[src/hw/rtl/imc_pkg.sv]
// Shared types and constants for the index map injectivity checker.
// Holds the configuration struct, status codes and seen-store epoch sizing.
// No dependencies.
`timescale 1ns / 1ps
`default_nettype none

package imc_pkg;

    localparam int unsigned CFG_W   = 13;
    localparam int unsigned IDX_W   = 32;
    localparam int unsigned EPOCH_W = 8;

    localparam logic [EPOCH_W-1:0] EPOCH_FIRST = EPOCH_W'(1);
    localparam logic [EPOCH_W-1:0] EPOCH_MAX   = {EPOCH_W{1'b1}};
    localparam logic [EPOCH_W-1:0] EPOCH_CLEAR = '0;

    // Register indexes on the configuration port
    localparam logic REG_SLOT_COUNT = 1'b0;
    localparam logic REG_EDGE_COUNT = 1'b1;

    typedef enum logic [1:0] {
        ST_OK    = 2'd0,
        ST_COUNT = 2'd1,
        ST_MAP   = 2'd2
    } t_status;

    typedef struct packed {
        logic [CFG_W-1:0] slot_count;
        logic [CFG_W-1:0] edge_count;
    } t_cfg;

endpackage

`default_nettype wire

[src/hw/rtl/imc_apb_regs.sv]
// APB-style configuration registers: slot_count and edge_count.
// Depends on imc_pkg for the configuration struct and register indexes.
`timescale 1ns / 1ps
`default_nettype none

module imc_apb_regs (
    input  wire logic        i_clk,
    input  wire logic        i_rst_n,
    input  wire logic        psel,
    input  wire logic        penable,
    input  wire logic        pwrite,
    input  wire logic [2:0]  paddr,
    input  wire logic [31:0] pwdata,
    output logic      [31:0] prdata,
    output logic             pready,
    output imc_pkg::t_cfg    o_cfg
);

    imc_pkg::t_cfg r_cfg;
    logic          w_wr;

    assign pready = 1'b1;
    assign w_wr   = psel && penable && pwrite;

    always_ff @(posedge i_clk) begin
        if (!i_rst_n) begin
            r_cfg <= '0;
        end else if (w_wr) begin
            if (paddr[2] == imc_pkg::REG_SLOT_COUNT) begin
                r_cfg.slot_count <= pwdata[imc_pkg::CFG_W-1:0];
            end else begin
                r_cfg.edge_count <= pwdata[imc_pkg::CFG_W-1:0];
            end
        end
    end

    always_comb begin
        if (paddr[2] == imc_pkg::REG_SLOT_COUNT) begin
            prdata = {{(32 - imc_pkg::CFG_W){1'b0}}, r_cfg.slot_count};
        end else begin
            prdata = {{(32 - imc_pkg::CFG_W){1'b0}}, r_cfg.edge_count};
        end
    end

    assign o_cfg = r_cfg;

endmodule

`default_nettype wire

[config.mk]
export PLATFORM = sky130hd
export DESIGN_NAME = imc_apb_regs
export DESIGN_NICKNAME = d
export VERILOG_FILES = /design/src/hw/rtl/imc_pkg.sv /design/src/hw/rtl/imc_apb_regs.sv
export SDC_FILE = /design/constraint.sdc
export NUM_CORES = 1
export LEC_CHECK = 0
export BUFFER_PORTS_ARGS = -buffer_cell sky130_fd_sc_hd__buf_2
export CORE_MARGIN = 4
export CORE_UTILIZATION = 36
export CTS_CLUSTER_SIZE = 28
export DETAILED_ROUTE_END_ITERATION = 10
export PLACE_DENSITY = 0.76
export SLEW_MARGIN = 20
export SYNTH_ARGS = -nofsm -noshare
export SYNTH_HDL_FRONTEND = slang
export SYNTH_SLANG_ARGS = --single-unit
[constraint.sdc]
create_clock -name i_clk -period 1 [get_ports i_clk]
set_clock_uncertainty 0.15 [all_clocks]
set_input_delay 0.15 -clock i_clk [delete_from_list [all_inputs] [get_ports i_clk]]
set_output_delay 0.15 -clock i_clk [all_outputs]
set_load 0.03 [all_outputs]
==> summary.md, run 1 <==
| Metric | Value |
|---|---|
| Outcome | `complete, but fails checks` |
| Failing checks | `hold timing, setup timing` |
| Maximum number of pins on one net before global-route repair | `22` |
| Diodes inserted | `0` |
| Leading cell types in the layout, fill and taps excluded | `65 x buf_6, 38 x nand2_1, 26 x mux2i_1, 26 x dfxtp_2, 20 x conb_1` |
| Flip-flop and latch count after synthesis | `26` |
| Synthesis Warnings | `0` |
| Post-layout instance count excluding filler cells | `288` |
| Cell Count Post-Placement | `261` |
| Buffer cell driving the clock tree root | `clkbuf_8` |
| Num CTS Buffers | `3` |
| Area Growth Syn to Fin | `88.7%` |
| Multi-input combinational cell area | `716 um2` |
| Share of post-route cells with drive strength above 1 | `0.620` |
| Final Slew Violations | `0` |
| Chip Width | `68.6 um` |
| Fillers | `257` |
| Max Fanout on Critical Path | `3` |
| Initial antenna violation count | `0` |
| Count of clock tree sinks | `26` |
| First-pass GRT wire length | `5730 um` |
| Placeable core region | `3440 um2` |
| Final worst setup slack | `-313 ps` |
| Pre-CTS setup slack | `-255 ps` |
| Total power per unit cell area | `892 nW/um2` |
| Share of synthesized area occupied by flip-flops and latches | `0.393` |
| Data required time at the worst endpoint | `700 ps` |
| Y dimension of the die | `68.6 um` |
| RR Endpoint | `o_cfg[13]` |
| Count of input and output buffers | `57` |
| Dominant combinational cell family by area after synthesis | `multiplexers` |
| Total routing resource utilization after global routing | `0.164` |
| Synthesized cell area | `1320 um2` |
| Total count of hold-check failures in the final report | `1` |
| Kind of critical path | `reg2out` |
| Final layout net count | `284` |
| Adder-Cell Fraction of Synth Area | `0` |
| Total negative slack | `-7480 ps` |
| Router iterations before antenna repair | `2` |
| Post-CTS clock slew at the launch and capture registers of the worst setup and hold paths | `90 ps` |
| Multiplexer area fraction after synthesis | `0.307` |
| Iter 0 DRT Violations | `48` |
| Number of cells on the worst reg-to-reg path | `4` |
| Worst vdd rail ir drop | `0.543 mV` |
| Skew-Pair Late Insertion Delay | `260 ps` |
| Yosys top cell area share | `0.393` |
| Category of the worst setup path capture point | `primary output` |
| Depth of the worst hold-timing path | `3` |
| Detailed-route wire length per cell | `13.6 um` |
| Worst reg-to-reg setup slack | `30 ps` |
| Share of the synthesized area in compound gates (AO/OA/AOI/OAI) | `0` |
| Yosys top cell by area | `dfxtp_1` |
| Synthesized area divided by synthesized cell count | `9.73 um2` |
| Endpoint with the worst hold slack | `o_cfg[7]` |
| Synthesized instance count | `136` |
| Worst min-delay path category | `in2reg` |
| Worst setup SP type | `flip-flop` |
| Detailed placement HPWL | `2470 um` |
| Leading cell type in the layout, fill and taps excluded | `buf_6` |
| Max-cap violation count | `0` |
| Minimum clock period after layout | `1310 ps` |
| Unrepaired setup endpoints after global routing | `true` |
| Number of levels the H-tree was split into | `1` |
| Area share of xor/xnor cells in the synthesized design | `0` |
| I/O pin count | `99` |
| Overall die area | `4710 um2` |
| Worst EP arrival | `1010 ps` |
| Vias in the first global route | `1253` |
| Setup-failing EPs final | `39` |
| TritonCTS clock tree | `done` |
| Timing startpoint of the critical path | `o_cfg[0]` |
| Effective utilization at floorplan | `0.385` |
| Flip-flop count of the largest register, all copies and words added | `26` |
| Synth cell types | `11` |
| Overflow left after global routing | `0` |
| Reg-to-reg startpoint | `o_cfg[13]` |
| GP Congestion | `0.627` |
| Largest buffer count on any clock path | `2` |
| Largest cells by area after synthesis | `dfxtp_1 39%, mux2i_1 20%, buf_4 11%` |
| Part of the cycle the worst path needs | `1.31` |
| Seq. cell area | `553 um2` |
| Post-route DRC violation count | `0` |
| Highest achievable clock rate | `761 MHz` |
| Wire length reported by the detailed router | `3920 um` |
| Static leakage | `0.00137 uW` |
| Number of rows created at floorplan | `21` |
| Basic-gate share of the synthesized area counting and, or, nand and nor cells | `0.138` |
| Vias | `1268` |
| WHS | `-2.06 ps` |
| Detail Route Antenna Nets | `0` |
| Average vias per placed instance | `4.40` |
| Source of the worst hold timing path | `pwdata[7]` |
## how the worst max path moves through the flow
stage,slack (ps),to
final,-310,prdata[0]
after global routing,-340,prdata[0]
after CTS,-310,prdata[5]
after detailed placement,-250,prdata[5]
after global placement,-240,prdata[3]
after floorplan,-70,prdata[11]
## final cells by class
cell class,instances,area share
Clock buffer,3,0.0165
Multi-Input combinational cell,100,0.287
Sequential cell,26,0.221
Tap cell,46,0.0230
Timing Repair Buffer,113,0.452
## where the power goes
| group | internal, uW | switching (uW) |
|---|---|---|
| sequential | 1060 | 16.5 |
| clock | 269 | 307 |
| combinational | 257 | 317 |
## critical path, stage by stage (launching register included)
cell     delay, ps
dfxtp_2        350
mux2_4         260
buf_6          140
## cell usage after synthesis (all sizes together)
library cell / count
buf: 26
clkbuf: 2
conb: 2
dfxtp: 26
mux2: 13
mux2i: 26
nand2: 39
nand4: 1
nand4b: 1
## layer usage
layer	global-route usage	share of wire
met4	0.0546	0.015
met3	0.0211	0.055
met1	0.174	0.36
met2	0.325	0.57
met5	0	0
## cell families (layout without fill, tap and decap cells)
logic type | after synthesis | in the layout
other | 2 | 20
and+or+nand+nor | 41 | 41
buffers and inverters | 28 | 116
DFF | 26 | 26
muxes | 39 | 39
## stage by stage
stage	utilization	instance area, um2	hold slack (ps)	total power, uW
2_1_floorplan	-	1490	153	1470
3_3_place_gp	0.555	1910	269	1550
3_5_place_dp	0.555	1910	269	1560
4_1_cts	0.691	2380	0.910	2220
5_1_grt	0.726	2500	12.9	2320
6_report	0.726	2500	-2.06	2230
## timing repair
| action | in CTS | in global routing |
|---|---|---|
| gates resized for setup | 102 | 18 |
| setup buffers | 3 | 29 |
| hold buffers | 8 | 0 |
| endpoints found under the setup margin | 39 | 39 |
| hold endpoints to repair | 14 | 0 |
| pin swaps | 0 | 0 |
(Power assumes the default switching activity.)
==> run 2, diff against run 1 <==
--- a/config.mk
+++ b/config.mk
@@ -7,5 +7,6 @@
 export LEC_CHECK = 0
+export ABC_AREA = 1
 export BUFFER_PORTS_ARGS = -buffer_cell sky130_fd_sc_hd__buf_2
 export CORE_MARGIN = 4
-export CORE_UTILIZATION = 36
+export CORE_UTILIZATION = 37
 export CTS_CLUSTER_SIZE = 28
==> constraint.sdc (replaced) <==
create_clock -name i_clk -period 1 [get_ports i_clk]
set_clock_uncertainty 0.15 [all_clocks]
set_input_delay 0.2 -clock i_clk [delete_from_list [all_inputs] [get_ports i_clk]]
set_output_delay 0.2 -clock i_clk [all_outputs]
set_load 0.03 [all_outputs]
==> summary.md, run 2 <==
| Metric | Value |
|---|---|
| Outcome | `complete, but fails checks` |
| Failing checks | `setup timing` |
| Leading cell type by number of instances after synthesis | `nand2_1` |
| RR Endpoint | `o_cfg[8]` |
| Yosys top cell area share | `0.362 (-0.0315)` |
| Buffer cell driving the clock tree root | `clkbuf_8` |
| Number of rows created at floorplan | `22 (+4.8%)` |
| Depth of the critical timing path with buffers and inverters included | `3 (+1)` |
| Count of flip-flops with a built-in enable after synthesis | `0 (unchanged)` |
| Detailed placement HPWL | `2650 um (+7.3%)` |
| Number of cells on the worst reg-to-reg path | `4 (unchanged)` |
| Total routing resource utilization after global routing | `0.150 (-0.0140)` |
| Leading cell type in the layout, fill and taps excluded | `nor2_1` |
| Skew-Pair Late Insertion Delay | `260 ps (about the same)` |
| Kind of critical path | `reg2out` |
| Vias in the first global route | `1418 (+13%)` |
| Iter 0 DRT Violations | `49 (+2.1%)` |
| Worst min-delay path category | `in2reg` |
| Overflow left after global routing | `0 (unchanged)` |
| Crit path largest cell delay | `370 ps (+20 ps)` |
| Total count of hold-check failures in the final report | `0 (-1)` |
| Category of the worst setup path capture point | `primary output` |
| Initial antenna violation count | `0 (unchanged)` |
| Synthesized cell area | `1440 um2 (+8.7%)` |
| Setup-failing EPs final | `39 (unchanged)` |
| Area Growth Syn to Fin | `68.3%` |
| Data required time at the worst endpoint | `650 ps (-50 ps)` |
| WHS | `105 ps (+107 ps)` |
| Diodes inserted | `0 (unchanged)` |
| Timing startpoint of the critical path | `o_cfg[21]` |
| Total negative slack | `-6870 ps (+608 ps)` |
| Worst vdd rail ir drop | `0.483 mV (-11%)` |
| Flip-flop and latch count after synthesis | `26 (unchanged)` |
| Synthesized instance count | `223 (+64%)` |
| Share of synthesized area occupied by flip-flops and latches | `0.362 (-0.0315)` |
| Post-CTS Hold Buffers | `0 (-8)` |
| Proportion of synthesized flip-flops having asynchronous set or reset | `0 (unchanged)` |
| Unrepaired setup endpoints after global routing | `true` |
| Wire length reported by the detailed router | `4020 um (+2.5%)` |
| Yosys top cell by area | `dfxtp_1` |
| Part of the cycle the worst path needs | `1.25 (-0.0674)` |
| GP Congestion | `0.753 (+20%)` |
| Cell type group with the largest total delay on the critical path | `flip-flops` |
| Number of levels the H-tree was split into | `1 (unchanged)` |
| Count of input and output buffers | `57 (unchanged)` |
| Largest buffer count on any clock path | `2 (unchanged)` |
| Detail Route Antenna Nets | `0 (unchanged)` |
| Synthesis Warnings | `0 (unchanged)` |
| Crit-path slowest cell | `dfxtp_4` |
| Static leakage | `0.00121 uW (-12%)` |
| Post-route DRC violation count | `0 (unchanged)` |
| I/O pin count | `99 (unchanged)` |
| Final worst setup slack | `-246 ps (+67.4 ps)` |
| Overall die area | `4950 um2 (+5.1%)` |
| Y dimension of the die | `70.4 um (+2.5%)` |
| Maximum number of pins on one net before global-route repair | `27 (+23%)` |
| Final Slew Violations | `0 (unchanged)` |
| Average vias per placed instance | `4.31 (-2.1%)` |
| Share of post-route cells with drive strength above 1 | `0.528 (-0.0914)` |
| Source of the worst hold timing path | `pwdata[10]` |
| Highest achievable clock rate | `803 MHz (+5.4%)` |
| Worst EP arrival | `900 ps (-110 ps)` |
| Worst reg-to-reg setup slack | `40 ps (about the same)` |
| Buf/Inv on CP | `1 (unchanged)` |
| Chip Width | `70.4 um (+2.5%)` |
| Placeable core region | `3720 um2 (+8.0%)` |
| Max-cap violation count | `0 (unchanged)` |
| Router iterations before antenna repair | `4 (+2)` |
| Flip-flop count of the largest register, all copies and words added | `26 (unchanged)` |
| Max Fanout on Critical Path | `3 (unchanged)` |
| Synthesized area divided by synthesized cell count | `6.45 um2 (-34%)` |
| Post-CTS clock slew at the launch and capture registers of the worst setup and hold paths | `90 ps (about the same)` |
| Minimum clock period after layout | `1250 ps (-67.4 ps)` |
| Total power per unit cell area | `1020 nW/um2 (+15%)` |
| Synth cell types | `14 (+3)` |
| Final layout net count | `340 (+20%)` |
| List of most frequent post-synthesis cells | `66 x nand2_1, 52 x nor2_1, 26 x dfxtp_1, 26 x nand3_1, 20 x buf_4` |
| Largest cells by area after synthesis | `dfxtp_1 36%, nand2_1 17%, nor2_1 14%` |
| First-pass GRT wire length | `6270 um (+9.5%)` |
| Leading cell types in the layout, fill and taps excluded | `52 x nor2_1, 49 x buf_6, 29 x nand2_1` |
| TritonCTS clock tree | `done` |
| Worst setup SP type | `flip-flop` |
| Worst path cell trace | `nand2_2 > nand2_4 > buf_6` |
| Effective utilization at floorplan | `0.387 (+0.00262)` |
| Num CTS Buffers | `3 (unchanged)` |
| Vias | `1496 (+18%)` |
| Endpoint with the worst hold slack | `o_cfg[23]` |
| Flip-flop cell with the highest count after synthesis | `dfxtp_1` |
| Depth of the worst hold-timing path | `5 (+2)` |
| Reg-to-reg startpoint | `o_cfg[8]` |
| Detailed-route wire length per cell | `11.6 um (-15%)` |
| Count of clock tree sinks | `26 (unchanged)` |
run 2: cell types whose count changed in the layout (fill, tap and decap cells not counted), sizes merged, moves of 8 or more:
cell         previous run  this run
mux2i                  26         0
inv                     0        15
buf                   105        86
nand2                  39        66
nor2                    0        55
dlygate4sd3             8         0
mux2                   13         0
nand3                   0        27
run 2: layer usage:
metal / vias to the layer above / track usage / part of all wire
met5: - / 0 / 0
met2: 42 / 0.281 / 0.57
li1: 780 / - / -
met1: 672 / 0.177 / 0.38
met3: 2 / 0.0245 / 0.049
met4: 0 / 0.0319 / 0.0042
run 2: worst max path at each step:
stage / to / slack (ps)
after global routing: prdata[6] / -290
after global placement: prdata[3] / -270
after floorplan: prdata[1] / -50
after CTS: prdata[1] / -230
final: prdata[8] / -250
after detailed placement: o_cfg[2] / -310
run 2: final cells by class:
type	count	area (um2)
timing repair buffer	86	825
sequential	26	568
tap	48	60.1
inverter	15	63.8
clock buffer	4	55.1
fill	332	1290
multi-input combinational	168	850
run 2: report_power, final:
group	internal (uW)	switching (uW)	total (uW)
logic	276	433	709
registers	1070	36.6	1100
clock network	351	315	666
run 2: through the flow:
step / setup slack, ps / cells / power [uW] / util / cell area [um2]
after CTS: -229 / 340 / 2460 / 0.617 / 2290
final: -246 / 347 / 2480 / 0.652 / 2420
after floorplan: -48.5 / 241 / 1620 / - / 1680
after global routing: -293 / 347 / 2610 / 0.652 / 2420
after detailed placement: -307 / 335 / 1720 / 0.527 / 1960
after global placement: -269 / 335 / 1720 / 0.527 / 1960
run 2: what timing repair did:
| item | in CTS | in global routing |
|---|---|---|
| gates resized for setup | 92 | 25 |
| endpoints found under the setup margin | 45 | 41 |
| buffers inserted | 1 | 7 |
| pin swaps | 4 | 4 |
run 2: worst register-to-register path, delay by kind of cell (launching register included):
family                 cells  cell delay [ps]
flip-flops                 1              340
buffers and inverters      2              230
AND/OR/NAND/NOR            2              140
run 2: logic make-up after synthesis:
kind of cell	Yosys count	synth area share
buf+inv	47	0.208
flops	26	0.362
other cells	2	0.00522
simple gates	148	0.425
==> run 3, diff against run 2 <==
CORE_ASPECT_RATIO = 0.6   (was unset)
CTS_CLUSTER_SIZE = unset   (was 28)
MAX_ROUTING_LAYER = met4   (was unset)
==> summary.md, run 3 (synthesized netlist as in run 2, its figures left out) <==
| Metric | Value |
|---|---|
| Outcome | `complete, but fails checks` |
| Failing checks | `setup timing` |
| TritonCTS clock tree | `done` |
| Vias | `1487 (-0.60%)` |
| Final Slew Violations | `0 (unchanged)` |
| Share of post-route cells with drive strength above 1 | `0.523 (-0.00494)` |
| First-pass GRT wire length | `6270 um (unchanged)` |
| Fillers | `348 (+4.8%)` |
| Leading cell type in the layout, fill and taps excluded | `nor2_1` |
| Placeable core region | `3700 um2 (-0.40%)` |
| Seq. cell area | `568 um2 (unchanged)` |
| Area Growth Syn to Fin | `65.6%` |
| Detail Route Antenna Nets | `0 (unchanged)` |
| Part of the cycle the worst path needs | `1.25 (about the same)` |
| Average vias per placed instance | `4.31 (about the same)` |
| Worst setup SP type | `flip-flop` |
| Final core area utilization | `0.644 (-0.00784)` |
| Final worst setup slack | `-246 ps (-0.289 ps)` |
| Share of total power in the clock network | `0.240 (-0.029)` |
| WHS | `106 ps (+1.84 ps)` |
| Max-cap violation count | `0 (unchanged)` |
| Count of clock tree sinks | `26 (unchanged)` |
| Vias in the first global route | `1320 (-6.9%)` |
| Wire length reported by the detailed router | `4010 um (-0.32%)` |
| Data required time at the worst endpoint | `650 ps (about the same)` |
| Unrepaired setup endpoints after global routing | `true` |
| Largest buffer count on any clock path | `2 (unchanged)` |
| Post-route DRC violation count | `0 (unchanged)` |
| Initial antenna violation count | `0 (unchanged)` |
| GP Congestion | `0.797 (+5.8%)` |
| Post-layout instance count excluding filler cells | `345 (-0.58%)` |
| Total power per unit cell area | `994 nW/um2 (-2.9%)` |
| Cell-internal power | `1600 uW (-5.5%)` |
| Chip Width | `88.5 um (+26%)` |
| Flip-flop count of the largest register, all copies and words added | `26 (unchanged)` |
| Cell Count Post-Placement | `332 (-0.90%)` |
| Worst EP arrival | `900 ps (about the same)` |
| Iter 0 DRT Violations | `40 (-18%)` |
| Switching part of the total | `0.324 (+0.00776)` |
| Crit-path slowest cell | `dfxtp_2` |
| Number of levels the H-tree was split into | `1 (unchanged)` |
| Comb power frac | `0.293 (+0.007)` |
| I/O pin count | `99 (unchanged)` |
| Kind of critical path | `reg2out` |
| Setup-failing EPs final | `39 (unchanged)` |
| Leading cell types in the layout, fill and taps excluded | `50 x nor2_1, 46 x buf_6, 32 x nand2_1` |
| Count of input and output buffers | `57 (unchanged)` |
| Diodes inserted | `0 (unchanged)` |
| Y dimension of the die | `56.3 um (-20%)` |
| Detailed placement HPWL | `2770 um (+4.4%)` |
| Overflow left after global routing | `0 (unchanged)` |
| Effective utilization at floorplan | `0.389 (+0.00157)` |
| Maximum number of pins on one net before global-route repair | `27 (unchanged)` |
| Category of the worst setup path capture point | `primary output` |
| Cell type group with the largest total delay on the critical path | `flip-flops` |
| Max Fanout on Critical Path | `3 (unchanged)` |
| Multi-input combinational cell area | `852 um2 (+0.29%)` |
| Buffer cell driving the clock tree root | `clkbuf_8` |
| Total routing resource utilization after global routing | `0.164 (+0.0138)` |
| Final layout net count | `340 (unchanged)` |
| Post-CTS clock slew at the launch and capture registers of the worst setup and hold paths | `80 ps (about the same)` |
| Overall die area | `4980 um2 (+0.66%)` |
| Crit path largest cell delay | `370 ps (about the same)` |
| Router iterations before antenna repair | `4 (unchanged)` |
| Highest achievable clock rate | `802 MHz (about the same)` |
| Num CTS Buffers | `3 (unchanged)` |
| Worst path cell trace | `nand2_2 > nand2_4 > buf_6` |
| Number of rows created at floorplan | `17 (-23%)` |
| Static leakage | `0.00120 uW (-0.47%)` |
| Minimum clock period after layout | `1250 ps (+0.289 ps)` |
| Total count of hold-check failures in the final report | `0 (unchanged)` |
| Detailed-route wire length per cell | `11.6 um (+0.25%)` |
| Worst min-delay path category | `in2reg` |
| Power dissipated by switching net loads | `768 uW (-2.1%)` |
| Buf/Inv on CP | `1 (unchanged)` |
| Relative contribution of sequential cells to total power | `0.467 (+0.022)` |
| Skew-Pair Late Insertion Delay | `260 ps (about the same)` |
| Worst vdd rail ir drop | `0.567 mV (+18%)` |
## run 3: worst paths after layout
path	from	to	slack [ps]	depth (start not counted)
max reg2reg	o_cfg[7]	o_cfg[7]	40	4
min	pwdata[11]	o_cfg[24]	110	5
max	o_cfg[21]	prdata[8]	-250	3
min reg2reg	o_cfg[20]	o_cfg[20]	350	2
## run 3: metrics by stage
stage	setup WS [ps]	cell area (um2)	setup TNS [ps]	power, uW
global placement	-288	1920	-8490	1700
CTS	-243	2240	-7370	2360
floorplan	-48.5	1680	-588	1620
global route	-292	2380	-8580	2500
detailed placement	-314	1920	-9190	1710
finish	-246	2380	-7070	2370
## run 3: area by class of cell
class / instances / share of cell area
flip-flops and latches: 26 / 0.238
clock buffers: 3 / 0.0173
inverters: 15 / 0.0268
well taps: 47 / 0.0247
multi-input cells: 168 / 0.358
repair buffers: 86 / 0.335
## run 3: power by group through the flow
| stage | sequential (uW) | combinational [uW] | clock, uW |
|---|---|---|---|
| after floorplan | 1200 | 424 | 0 |
| after global placement | 1130 | 570 | 0 |
| after detailed placement | 1130 | 576 | 0 |
| after CTS | 1110 | 660 | 594 |
| after global routing | 1110 | 751 | 640 |
| final | 1110 | 694 | 569 |
## run 3: tightest hold or removal path, cell delays in order
cell and delay, ps:
buf_2 70, inv_1 40, nand3_1 70, nand2_1 40, nor2_1 70
## run 3: metal layers
layer | part of all wire | GRT usage | up-vias
li1 | - | - | 784
met4 | 0.0017 | 0.0194 | 0
met3 | 0.065 | 0.0425 | 2
met2 | 0.50 | 0.259 | 58
met5 | 0 | - | -
met1 | 0.44 | 0.218 | 643
## run 3: timing repair
| item | in CTS | in global routing |
|---|---|---|
| setup endpoints to repair | 39 | 51 |
| buffers inserted | 5 | 6 |
| gates cloned | 0 | 0 |
| gates resized for setup | 81 | 34 |
| pin swaps | 3 | 4 |
| hold buffers | 0 | 0 |
